**src/hw/rtl/assert_macros.svh**
```systemverilog
// Assertion helpers shared by the RTL files.
// Each check is sampled on the rising clock edge and is held off while reset is asserted.
`ifndef ASSERT_MACROS_SVH
`define ASSERT_MACROS_SVH

// The property must hold at every clock edge.
`define ASSERT_ALWAYS(label, clk, rst_n, prop, msg) \
	label: assert property (@(posedge clk) disable iff (!rst_n) (prop)) else $error(msg);

// When the antecedent holds, the consequent must hold in the next cycle.
`define ASSERT_NEXT(label, clk, rst_n, ante, cons, msg) \
	label: assert property (@(posedge clk) disable iff (!rst_n) (ante) |=> (cons)) \
		else $error(msg);

`endif

```
**src/hw/rtl/atcm_pkg.sv**
```systemverilog
`timescale 1ns / 1ps
// ----------------------------------------------------------------------------
// atcm_pkg
// Types, command text table and defaults for the command line matcher.
// ----------------------------------------------------------------------------
package atcm_pkg;

	typedef logic [7:0] byte_t;

	localparam int DEF_LINE_CAPACITY = 256;
	localparam int DEF_NUM_COMMANDS  = 11;
	localparam int DEF_MAX_CMD_LEN   = 20;

	localparam int KNOWN_CMDS   = 11;
	localparam int CMD_TEXT_LEN = 20;
	localparam int IDX_W        = 4;
	localparam int TIMEOUT_W    = 16;

	localparam byte_t BYTE_CR = 8'h0D;
	localparam byte_t BYTE_LF = 8'h0A;
	localparam logic [TIMEOUT_W-1:0] IDLE_TIMEOUT_RESET = 16'd100;

	typedef enum logic {
		MODE_BYTE = 1'b0,
		MODE_TICK = 1'b1
	} mode_t;

	typedef struct packed {
		mode_t mode;
		byte_t rx_byte;
	} in_word_t;

	typedef struct packed {
		logic [IDX_W-1:0] command_index;
		logic             unknown_command;
	} out_word_t;

	// strobes from the line control to the match bank
	typedef struct packed {
		logic store;
		logic clear;
	} match_ctl_t;

	// command strings, ASCII, zero padded
	localparam byte_t CMD_TEXT [KNOWN_CMDS][CMD_TEXT_LEN] = '{
		'{8'h41, 8'h54, 8'h5E, 8'h48, 8'h45, 8'h4C, 8'h50, 8'h00, 8'h00, 8'h00,
		  8'h00, 8'h00, 8'h00, 8'h00, 8'h00, 8'h00, 8'h00, 8'h00, 8'h00, 8'h00},
		'{8'h41, 8'h54, 8'h5E, 8'h54, 8'h45, 8'h53, 8'h54, 8'h00, 8'h00, 8'h00,
		  8'h00, 8'h00, 8'h00, 8'h00, 8'h00, 8'h00, 8'h00, 8'h00, 8'h00, 8'h00},
		'{8'h41, 8'h54, 8'h5E, 8'h57, 8'h32, 8'h35, 8'h51, 8'h36, 8'h34, 8'h5F,
		  8'h45, 8'h72, 8'h61, 8'h73, 8'h65, 8'h43, 8'h68, 8'h69, 8'h70, 8'h00},
		'{8'h41, 8'h54, 8'h5E, 8'h46, 8'h41, 8'h54, 8'h46, 8'h53, 8'h5F, 8'h4C,
		  8'h69, 8'h73, 8'h74, 8'h44, 8'h69, 8'h72, 8'h00, 8'h00, 8'h00, 8'h00},
		'{8'h41, 8'h54, 8'h5E, 8'h46, 8'h41, 8'h54, 8'h46, 8'h53, 8'h5F, 8'h44,
		  8'h65, 8'h6C, 8'h46, 8'h69, 8'h6C, 8'h65, 8'h00, 8'h00, 8'h00, 8'h00},
		'{8'h41, 8'h54, 8'h5E, 8'h46, 8'h41, 8'h54, 8'h46, 8'h53, 8'h5F, 8'h4D,
		  8'h4F, 8'h55, 8'h4E, 8'h54, 8'h00, 8'h00, 8'h00, 8'h00, 8'h00, 8'h00},
		'{8'h41, 8'h54, 8'h5E, 8'h46, 8'h41, 8'h54, 8'h46, 8'h53, 8'h5F, 8'h46,
		  8'h4F, 8'h52, 8'h4D, 8'h41, 8'h54, 8'h00, 8'h00, 8'h00, 8'h00, 8'h00},
		'{8'h41, 8'h54, 8'h5E, 8'h46, 8'h41, 8'h54, 8'h46, 8'h53, 8'h5F, 8'h57,
		  8'h52, 8'h49, 8'h54, 8'h45, 8'h00, 8'h00, 8'h00, 8'h00, 8'h00, 8'h00},
		'{8'h41, 8'h54, 8'h5E, 8'h46, 8'h41, 8'h54, 8'h46, 8'h53, 8'h5F, 8'h52,
		  8'h45, 8'h41, 8'h44, 8'h00, 8'h00, 8'h00, 8'h00, 8'h00, 8'h00, 8'h00},
		'{8'h41, 8'h54, 8'h5E, 8'h46, 8'h41, 8'h54, 8'h46, 8'h53, 8'h5F, 8'h43,
		  8'h6C, 8'h75, 8'h57, 8'h72, 8'h69, 8'h74, 8'h65, 8'h00, 8'h00, 8'h00},
		'{8'h41, 8'h54, 8'h5E, 8'h46, 8'h41, 8'h54, 8'h46, 8'h53, 8'h5F, 8'h47,
		  8'h65, 8'h74, 8'h54, 8'h69, 8'h6D, 8'h65, 8'h00, 8'h00, 8'h00, 8'h00}
	};

	localparam int CMD_STRLEN [KNOWN_CMDS] = '{7, 7, 19, 16, 16, 14, 15, 14, 13, 17, 16};

	// effective command length: cut to max_cmd_len - 1, empty past the known table
	function automatic int cmd_len(input int k, input int num_commands, input int max_cmd_len);
		int n;
		n = 0;
		if (k < KNOWN_CMDS && k < num_commands) begin
			n = (CMD_STRLEN[k] < max_cmd_len - 1) ? CMD_STRLEN[k] : max_cmd_len - 1;
		end
		return n;
	endfunction

	function automatic byte_t cmd_char(input int k, input logic [5:0] pos);
		byte_t c;
		c = 8'h00;
		if (k < KNOWN_CMDS && int'(pos) < CMD_TEXT_LEN) begin
			c = CMD_TEXT[k][pos[4:0]];
		end
		return c;
	endfunction

endpackage

```
**src/hw/rtl/atcm_match_bank.sv**
```systemverilog
`timescale 1ns / 1ps
`include "assert_macros.svh"
// ----------------------------------------------------------------------------
// atcm_match_bank
// One prefix match flag per command, updated per stored byte, and the
// first-hit selection used at dispatch.
// ----------------------------------------------------------------------------
module atcm_match_bank #(
	parameter int NUM_COMMANDS = atcm_pkg::DEF_NUM_COMMANDS,
	parameter int MAX_CMD_LEN  = atcm_pkg::DEF_MAX_CMD_LEN,
	parameter int CW           = 9
) (
	input  logic                    clk,
	input  logic                    arst_n,
	input  atcm_pkg::match_ctl_t    ctl,
	input  atcm_pkg::byte_t         rx_byte,
	input  logic [CW-1:0]           line_count,
	output logic                    hit_found,
	output logic [atcm_pkg::IDX_W-1:0] hit_index
);
	import atcm_pkg::*;

	// wide enough for both the line count and any command length
	localparam int XW = (CW > 7) ? CW : 7;

	logic [NUM_COMMANDS-1:0] still_matching_q;
	logic [NUM_COMMANDS-1:0] keep;
	logic [NUM_COMMANDS-1:0] hit_vec;
	logic [XW-1:0]           count_ext;

	assign count_ext = XW'(line_count);

	for (genvar k = 0; k < NUM_COMMANDS; k++) begin : g_cmd
		localparam int LEN = cmd_len(k, NUM_COMMANDS, MAX_CMD_LEN);
		logic in_range;
		assign in_range = count_ext < XW'(LEN);
		assign keep[k]    = !(in_range && (cmd_char(k, count_ext[5:0]) != rx_byte));
		assign hit_vec[k] = (LEN > 0) && (count_ext >= XW'(LEN)) && still_matching_q[k];
	end

	always_ff @(posedge clk or negedge arst_n) begin
		if (!arst_n) begin
			still_matching_q <= '1;
		end else if (ctl.clear) begin
			still_matching_q <= '1;
		end else if (ctl.store) begin
			still_matching_q <= still_matching_q & keep;
		end
	end

	// lowest table position wins
	always_comb begin
		hit_found = 1'b0;
		hit_index = '0;
		for (int k = NUM_COMMANDS - 1; k >= 0; k--) begin
			if (hit_vec[k]) begin
				hit_found = 1'b1;
				hit_index = IDX_W'(k);
			end
		end
	end

	`ASSERT_NEXT(a_clear_sets_all, clk, arst_n, ctl.clear, still_matching_q == '1, "match flags not restored on clear")
	`ASSERT_ALWAYS(a_hit_known, clk, arst_n, !hit_found || (int'(hit_index) < KNOWN_CMDS), "hit on an empty command slot")

endmodule

```
**src/hw/rtl/atcm_line_ctrl.sv**
```systemverilog
`timescale 1ns / 1ps
`include "assert_macros.svh"
// ----------------------------------------------------------------------------
// atcm_line_ctrl
// Line length, close flag and idle tick tracking; decides dispatch.
// ----------------------------------------------------------------------------
module atcm_line_ctrl #(
	parameter int LINE_CAPACITY = atcm_pkg::DEF_LINE_CAPACITY,
	parameter int CW            = 9
) (
	input  logic                              clk,
	input  logic                              arst_n,
	input  logic                              step,
	input  atcm_pkg::in_word_t                word,
	input  logic [atcm_pkg::TIMEOUT_W-1:0]    idle_timeout,
	output logic [CW-1:0]                     line_count,
	output atcm_pkg::match_ctl_t              ctl,
	output logic                              dispatch
);
	import atcm_pkg::*;

	logic [CW-1:0]        count_q, count_nxt;
	logic                 closed_q, closed_nxt;
	logic [TIMEOUT_W-1:0] idle_q, idle_nxt, idle_tmp;
	logic [CW-1:0]        last_q, last_nxt;
	logic                 can_store;

	assign line_count = count_q;
	assign can_store  = (count_q < CW'(LINE_CAPACITY)) && !closed_q;

	always_comb begin
		count_nxt  = count_q;
		closed_nxt = closed_q;
		idle_nxt   = idle_q;
		last_nxt   = last_q;
		idle_tmp   = idle_q;
		ctl        = '0;
		dispatch   = 1'b0;
		if (step) begin
			unique case (word.mode)
				MODE_BYTE: begin
					if (can_store) begin
						count_nxt = count_q + 1'b1;
						ctl.store = 1'b1;
					end
					if (count_nxt >= CW'(LINE_CAPACITY) || word.rx_byte == BYTE_CR ||
							word.rx_byte == BYTE_LF) begin
						closed_nxt = 1'b1;
					end
				end
				MODE_TICK: begin
					if (!closed_q && count_q == '0) begin
						idle_nxt = '0;
						last_nxt = '0;
					end else begin
						if (count_q > last_q) begin
							last_nxt = count_q;
							idle_tmp = '0;
						end else if (idle_q != '1) begin
							idle_tmp = idle_q + 1'b1;
						end
						idle_nxt = idle_tmp;
						if (idle_tmp >= idle_timeout || closed_q) begin
							dispatch   = 1'b1;
							ctl.clear  = 1'b1;
							count_nxt  = '0;
							closed_nxt = 1'b0;
							idle_nxt   = '0;
							last_nxt   = '0;
						end
					end
				end
				default: ;
			endcase
		end
	end

	always_ff @(posedge clk or negedge arst_n) begin
		if (!arst_n) begin
			count_q  <= '0;
			closed_q <= 1'b0;
			idle_q   <= '0;
			last_q   <= '0;
		end else begin
			count_q  <= count_nxt;
			closed_q <= closed_nxt;
			idle_q   <= idle_nxt;
			last_q   <= last_nxt;
		end
	end

	`ASSERT_ALWAYS(a_count_bound, clk, arst_n, count_q <= CW'(LINE_CAPACITY), "line count beyond capacity")
	`ASSERT_ALWAYS(a_closed_nonempty, clk, arst_n, !closed_q || count_q != '0, "closed line with no bytes")
	`ASSERT_ALWAYS(a_no_store_closed, clk, arst_n, !ctl.store || !closed_q, "byte stored on a closed line")

endmodule

```
**src/hw/rtl/at_command_line_matcher_core.sv**
```systemverilog
`timescale 1ns / 1ps
`include "assert_macros.svh"
// ----------------------------------------------------------------------------
// at_command_line_matcher_core
// Serial command line collector and command prefix matcher.
// ----------------------------------------------------------------------------
// Takes one word per cycle while not stalled (a received byte or a poll tick)
// and returns one result on each tick that dispatches a line: the table
// position of the first command that prefixes the line, or the unknown flag.
// A word passes through an input register, then the line and match state
// update and any result lands in the output register. A tick waits in the
// input register and its result is registered when the tick advances.
// With the output free, words can follow back to back. While a result is
// held by a stall the word in the input register waits, whatever it is,
// and the input stalls until the result is taken.
// There is no line buffer and no clearing pass after reset.
module at_command_line_matcher_core #(
	parameter int LINE_CAPACITY = atcm_pkg::DEF_LINE_CAPACITY,
	parameter int NUM_COMMANDS  = atcm_pkg::DEF_NUM_COMMANDS,
	parameter int MAX_CMD_LEN   = atcm_pkg::DEF_MAX_CMD_LEN
) (
	input  logic                           clk,
	input  logic                           arst_n,
	input  logic                           item_valid,
	output logic                           item_stall,
	input  atcm_pkg::in_word_t             item,
	output logic                           result_valid,
	input  logic                           result_stall,
	output atcm_pkg::out_word_t            result,
	input  logic                           cfg_we,
	input  logic [atcm_pkg::TIMEOUT_W-1:0] cfg_data
);
	import atcm_pkg::*;

	localparam int CW = $clog2(LINE_CAPACITY + 1);

	in_word_t             item_s1;
	logic                 valid_s1;
	out_word_t            result_s2;
	logic                 result_valid_s2;
	logic [TIMEOUT_W-1:0] idle_timeout_q;
	logic                 adv;
	logic                 dispatch;
	logic                 hit_found;
	logic [IDX_W-1:0]     hit_index;
	logic [CW-1:0]        line_count;
	match_ctl_t           ctl;

	assign adv          = valid_s1 && (!result_valid_s2 || !result_stall);
	assign item_stall   = valid_s1 && !adv;
	assign result_valid = result_valid_s2;
	assign result       = result_s2;

	always_ff @(posedge clk or negedge arst_n) begin
		if (!arst_n) begin
			idle_timeout_q <= IDLE_TIMEOUT_RESET;
		end else if (cfg_we) begin
			idle_timeout_q <= cfg_data;
		end
	end

	always_ff @(posedge clk or negedge arst_n) begin
		if (!arst_n) begin
			valid_s1 <= 1'b0;
		end else if (item_valid && !item_stall) begin
			valid_s1 <= 1'b1;
		end else if (adv) begin
			valid_s1 <= 1'b0;
		end
	end

	always_ff @(posedge clk) begin
		if (item_valid && !item_stall) begin
			item_s1 <= item;
		end
	end

	always_ff @(posedge clk or negedge arst_n) begin
		if (!arst_n) begin
			result_valid_s2 <= 1'b0;
		end else if (adv && dispatch) begin
			result_valid_s2 <= 1'b1;
		end else if (!result_stall) begin
			result_valid_s2 <= 1'b0;
		end
	end

	always_ff @(posedge clk) begin
		if (adv && dispatch) begin
			result_s2.command_index   <= hit_found ? hit_index : '0;
			result_s2.unknown_command <= !hit_found;
		end
	end

	atcm_line_ctrl #(
		.LINE_CAPACITY (LINE_CAPACITY),
		.CW            (CW)
	) u_line_ctrl (
		.clk          (clk),
		.arst_n       (arst_n),
		.step         (adv),
		.word         (item_s1),
		.idle_timeout (idle_timeout_q),
		.line_count   (line_count),
		.ctl          (ctl),
		.dispatch     (dispatch)
	);

	atcm_match_bank #(
		.NUM_COMMANDS (NUM_COMMANDS),
		.MAX_CMD_LEN  (MAX_CMD_LEN),
		.CW           (CW)
	) u_match_bank (
		.clk        (clk),
		.arst_n     (arst_n),
		.ctl        (ctl),
		.rx_byte    (item_s1.rx_byte),
		.line_count (line_count),
		.hit_found  (hit_found),
		.hit_index  (hit_index)
	);

	`ASSERT_ALWAYS(a_unknown_index_zero, clk, arst_n,
		!result_valid_s2 || !result_s2.unknown_command || result_s2.command_index == '0,
		"unknown line with nonzero index")
	`ASSERT_ALWAYS(a_dispatch_only_tick, clk, arst_n,
		!dispatch || item_s1.mode == MODE_TICK, "dispatch on a byte word")
	`ASSERT_NEXT(a_pending_result_kept, clk, arst_n, result_valid_s2 && result_stall,
		result_valid_s2, "stalled result dropped")

endmodule
```
**config.mk**
```make
export PLATFORM = sky130hd
export DESIGN_NAME = at_command_line_matcher_core
export DESIGN_NICKNAME = d
export VERILOG_FILES = /design/src/hw/rtl/atcm_pkg.sv /design/src/hw/rtl/atcm_match_bank.sv /design/src/hw/rtl/atcm_line_ctrl.sv /design/src/hw/rtl/at_command_line_matcher_core.sv
export VERILOG_INCLUDE_DIRS = /design/src /design/src/hw/rtl
export SDC_FILE = /design/constraint.sdc
export NUM_CORES = 1
export LEC_CHECK = 0
export CAP_MARGIN = 20
export CORE_AREA = 2 2 121 134
export CTS_BUF_LIST = sky130_fd_sc_hd__clkbuf_4 sky130_fd_sc_hd__clkbuf_8 sky130_fd_sc_hd__clkbuf_16
export CTS_CLUSTER_DIAMETER = 40
export DETAILED_ROUTE_END_ITERATION = 12
export DIE_AREA = 0 0 123 136
export DONT_BUFFER_PORTS = 1
export GPL_TIMING_DRIVEN = 0
export PLACE_DENSITY = 0.63
export SLEW_MARGIN = 20
export SYNTH_ARGS = -nofsm -noshare
export SYNTH_HDL_FRONTEND = slang
export SYNTH_SLANG_ARGS = --single-unit
```
**constraint.sdc**
```tcl
create_clock -name clk -period 3.82 [get_ports clk]
set_input_delay 0.764 -clock clk [delete_from_list [all_inputs] [get_ports clk]]
set_output_delay 0.764 -clock clk [all_outputs]
set_load 0.01 [all_outputs]
```
==> metrics <==
cell family with most CP delay compound AO/OA/AOI/OAI gates; Clock Tree Root clkbuf_16; min Tclk post-route 3780 ps; Seq/Total Area, Yosys 30.1%; Filler cells 1506; I/O pins 37; unique cell type count in the Yosys netlist 82; Syn Inst Count about 850; Worst Reg2Reg Path Length in Cells 16; CP endpoint kind flip-flop; slowest cell delay on critical path 630 ps; Buf+Inv Stages, Crit Path 3; WP data required 4090 ps; R2R Path Start u_line_ctrl.last_q[4]$_DFFE_PN0P_; slew at the pin closest to its max-slew limit 841 ps; Post-CTS Hold Buffers 0; CP cell instances inv_2, ha_4, a2111oi_4, nand2_1, o211a_1, buf_8, o21bai_4, a31oi_4, ha_4, nand4_1, nor2_2, a21o_1, or4_4, buf_8, a31o_1, a21oi_1; clock network power share 13.5%; total grt overflow 0; clock sink count 78; H-tree depth 3; final core utilization 51.6%; PortBufs 0; sequential share of power 17.3%; Synth async-reset ratio between 80 and 90%; Initial Utilization 43.8%; layout cells sized above 1 between 10% and 20%; HP Class in -> async; core outline area 15500 µm²; worst reg2reg setup slack around 37 ps; vias in the first global route 6648; Layout Skew 12.0 ps; Layout area overhead 17.9%; total of max-cap violations 0; maximum clock frequency 0.264 GHz; drc violations 0; Worst Setup Start Kind flip-flop; Routed Antenna Nets 0; Yosys reg bits 78; sw frac 50.2%; setup TNS 0 ps; worst endpoint data arrival time just over 4000 ps; Final Setup Violations 0; mean post-synth cell area between 7 and 8 µm²; RSZ-0062 raised after global routing true; Switching Power 3350 µW; Worst-Skew Late Latency 360 ps; RD Place Congestion a little under 1; height of the die 136 µm; mapped cell area just under 7000 µm²; final hold violation count 0; Critical-path top delay cell or4_4; Comb pwr share 69.1%; top_reg_cell synth dfrtp_1; pwr dens 836 nW/µm²; Slew Viols, Final 0; Inserted Clock Buffers 9; critical path class reg -> reg; via count 7010; dpl hpwl approximately 18000 µm; die area 16700 µm²; n_diodes 0; TritonCTS clock tree built; DRT Pass-1 Iters 5; Avg WL per Cell around 23 µm; Worst-path clk slew 70 ps; clk buf depth 2; worst r2r dst u_line_ctrl.idle_q[13]$_DFFE_PN0P_; crit path max fanout 8; row cnt 48; Max VDD drop 0.000414 V; overall routed net length around 25000 µm; maximum number of pins on one net before global-route repair 65; Max transition margin 43.8%; final worst-path cycle share 99.0%; Initial DRC Count between 800 and 900; initial antenna violation count 0; leakage 0.00316 µW; internal power 3330 µW; EDFF count, synth 14; Yosys warnings 0; Post-Syn Nets ~920; global-route usage over all layers between 30% and 40%; drt via density 6.40; chip width about 120 µm; final net count approximately 960; first-pass GRT wire length roughly 38000 µm; status finished, final reports clean
stage by stage:
| step | total power [µW] | cells | cell area [µm²] | hold slack (ps) | worst slack, ps |
|---|---|---|---|---|---|
| 6_report | 6680 | 1096 | 7990 | 91.8 | 36.7 |
| 3_3_place_gp | 5010 | 1051 | 7030 | 473 | -1020 |
| 3_5_place_dp | 4960 | 1051 | 7030 | 475 | -1010 |
| 4_1_cts | 6200 | 1085 | 7640 | 94.7 | 7.90 |
| 2_1_floorplan | 3900 | 851 | 6780 | 466 | 53.0 |
| 5_1_grt | 7080 | 1096 | 7990 | 75.9 | -121 |
state kept, by name, summed over array words and instances, names as in the netlist:
register,count
idle_timeout_q,16
u_line_ctrl.idle_q,16
u_match_bank.still_matching_q,11
item_s1,9
u_line_ctrl.last_q,9
u_line_ctrl.line_count,9
result,5
result_valid,1
u_line_ctrl.closed_q,1
valid_s1,1
power groups by stage:
stage | Sequential [µW] | Clock [µW] | Combinational (µW)
2_1_floorplan | 1120 | 0 | 2780
3_3_place_gp | 1190 | 0 | 3830
3_5_place_dp | 1180 | 0 | 3780
4_1_cts | 1150 | 912 | 4140
5_1_grt | 1170 | 952 | 4950
6_report | 1160 | 904 | 4620
cells by family (layout without fill, tap and decap cells):
kind of cell | count (synthesis) | count (layout) | synth area share (%)
xor+xnor | 55 | 55 | 7.11
simple gates | 305 | 306 | 23.2
flops | 78 | 78 | 30.1
fa+ha+maj | 35 | 35 | 6.46
mux | 8 | 8 | 1.22
buf+inv | 100 | 144 | 5.92
compound gates | 270 | 270 | 26.0
what timing repair did:
item                       CTS  global route
setup endpoints to repair   52            50
pin swaps                    9            19
cloned                       0             2
resized for setup           49            56
setup buffers               19            11
final cells by class:
type                    instances  area (µm²)  share of cell area [%]
inverters                      38         146                    1.83
well taps                     200         250                    3.13
plain buffers                  59         285                    3.57
clock buffers                   9         225                    2.82
clock inverters                 7        73.8                   0.924
flip-flops and latches         78        2050                    25.7
multi-input cells             674        4710                    58.9
repair buffers                 31         250                    3.13
synthesized netlist by cell type (5+ instances only):
cell type	n	area, µm²
clkbuf_1	43	161
a21o_1	7	52.6
mux2i_1	6	60.1
nor4_1	10	62.6
xnor2_1	47	412
o31ai_1	11	82.6
xor2_1	8	70.1
nand2_1	79	297
a22o_1	15	131
o21ai_0	74	370
o211ai_1	7	52.6
or2_2	6	37.5
inv_1	36	135
a31oi_1	13	81.3
nor3_1	14	70.1
and3_1	13	81.3
or3_1	8	50.1
o21a_1	5	37.5
buf_2	9	45.0
dfrtp_1	50	1250
nor3b_1	6	45.0
nor2_1	64	240
edfxtp_1	14	420
buf_1	7	26.3
nand2b_1	19	119
and2_1	7	43.8
nand3_1	23	115
nand3b_1	5	37.5
dfstp_2	14	368
nor2b_1	14	87.6
a211oi_1	8	60.1
a21oi_1	66	330
a311oi_1	5	43.8
ha_1	35	438
nand4_1	13	81.3
per-layer routing:
layer	track usage, %	vias up	wire [µm]
met5	0	-	0
met4	14.4	0	1200
met3	6.00	83	2110
met2	50.6	388	12000
met1	38.0	3342	9860
li1	-	3197	-
cell usage in the layout, fill, tap and decap left out, types with 9 or more instances in the layout:
| master | synthesis | layout |
|---|---|---|
| and3_1 | 13 | 12 |
| nor4_1 | 10 | 9 |
| dfrtp_2 | 0 | 12 |
| nor2b_1 | 14 | 14 |
| nand4_1 | 13 | 13 |
| dfrtp_1 | 50 | 38 |
| o31ai_1 | 11 | 10 |
| buf_2 | 9 | 9 |
| edfxtp_1 | 14 | 14 |
| ha_1 | 35 | 27 |
| nand2b_1 | 19 | 19 |
| clkbuf_1 | 43 | 35 |
| nand2_1 | 79 | 77 |
| a22o_1 | 15 | 15 |
| inv_1 | 36 | 33 |
| xnor2_1 | 47 | 45 |
| o21ai_0 | 74 | 65 |
| nor2_1 | 64 | 59 |
| buf_4 | 2 | 32 |
| nand3_1 | 23 | 21 |
| a21oi_1 | 66 | 59 |
| nor3_1 | 14 | 11 |
| clkbuf_16 | 0 | 10 |
| a31oi_1 | 13 | 10 |
| dfstp_2 | 14 | 14 |
worst reg2reg max path: cells and delay by family, from the launching register on:
kind	cells	cell delay (ps)
AO/OA/AOI/OAI	7	1500
buffers and inverters	3	410
AND/OR/NAND/NOR	4	950
adder cells (fa/ha/maj)	2	440
flip-flops	1	400
how the worst max path moves through the flow:
stage | cells after the start | endpoint | from | slack [ps]
floorplan | 17 | u_line_ctrl.idle_q[13]$_DFFE_PN0P_ | u_line_ctrl.line_count[0]$_DFFE_PN0P_ | 50
global placement | 17 | u_match_bank.still_matching_q[9]$_DFFE_PN1P_ | u_line_ctrl.line_count[0]$_DFFE_PN0P_ | -1020
global route | 16 | u_line_ctrl.idle_q[2]$_DFFE_PN0P_ | u_line_ctrl.last_q[4]$_DFFE_PN0P_ | -120
CTS | 16 | u_line_ctrl.idle_q[13]$_DFFE_PN0P_ | u_line_ctrl.line_count[3]$_DFFE_PN0P_ | 8
detailed placement | 17 | u_match_bank.still_matching_q[9]$_DFFE_PN1P_ | u_line_ctrl.line_count[0]$_DFFE_PN0P_ | -1010
finish | 16 | u_line_ctrl.idle_q[13]$_DFFE_PN0P_ | u_line_ctrl.last_q[4]$_DFFE_PN0P_ | 40
Power figures use the tool's default switching activity.
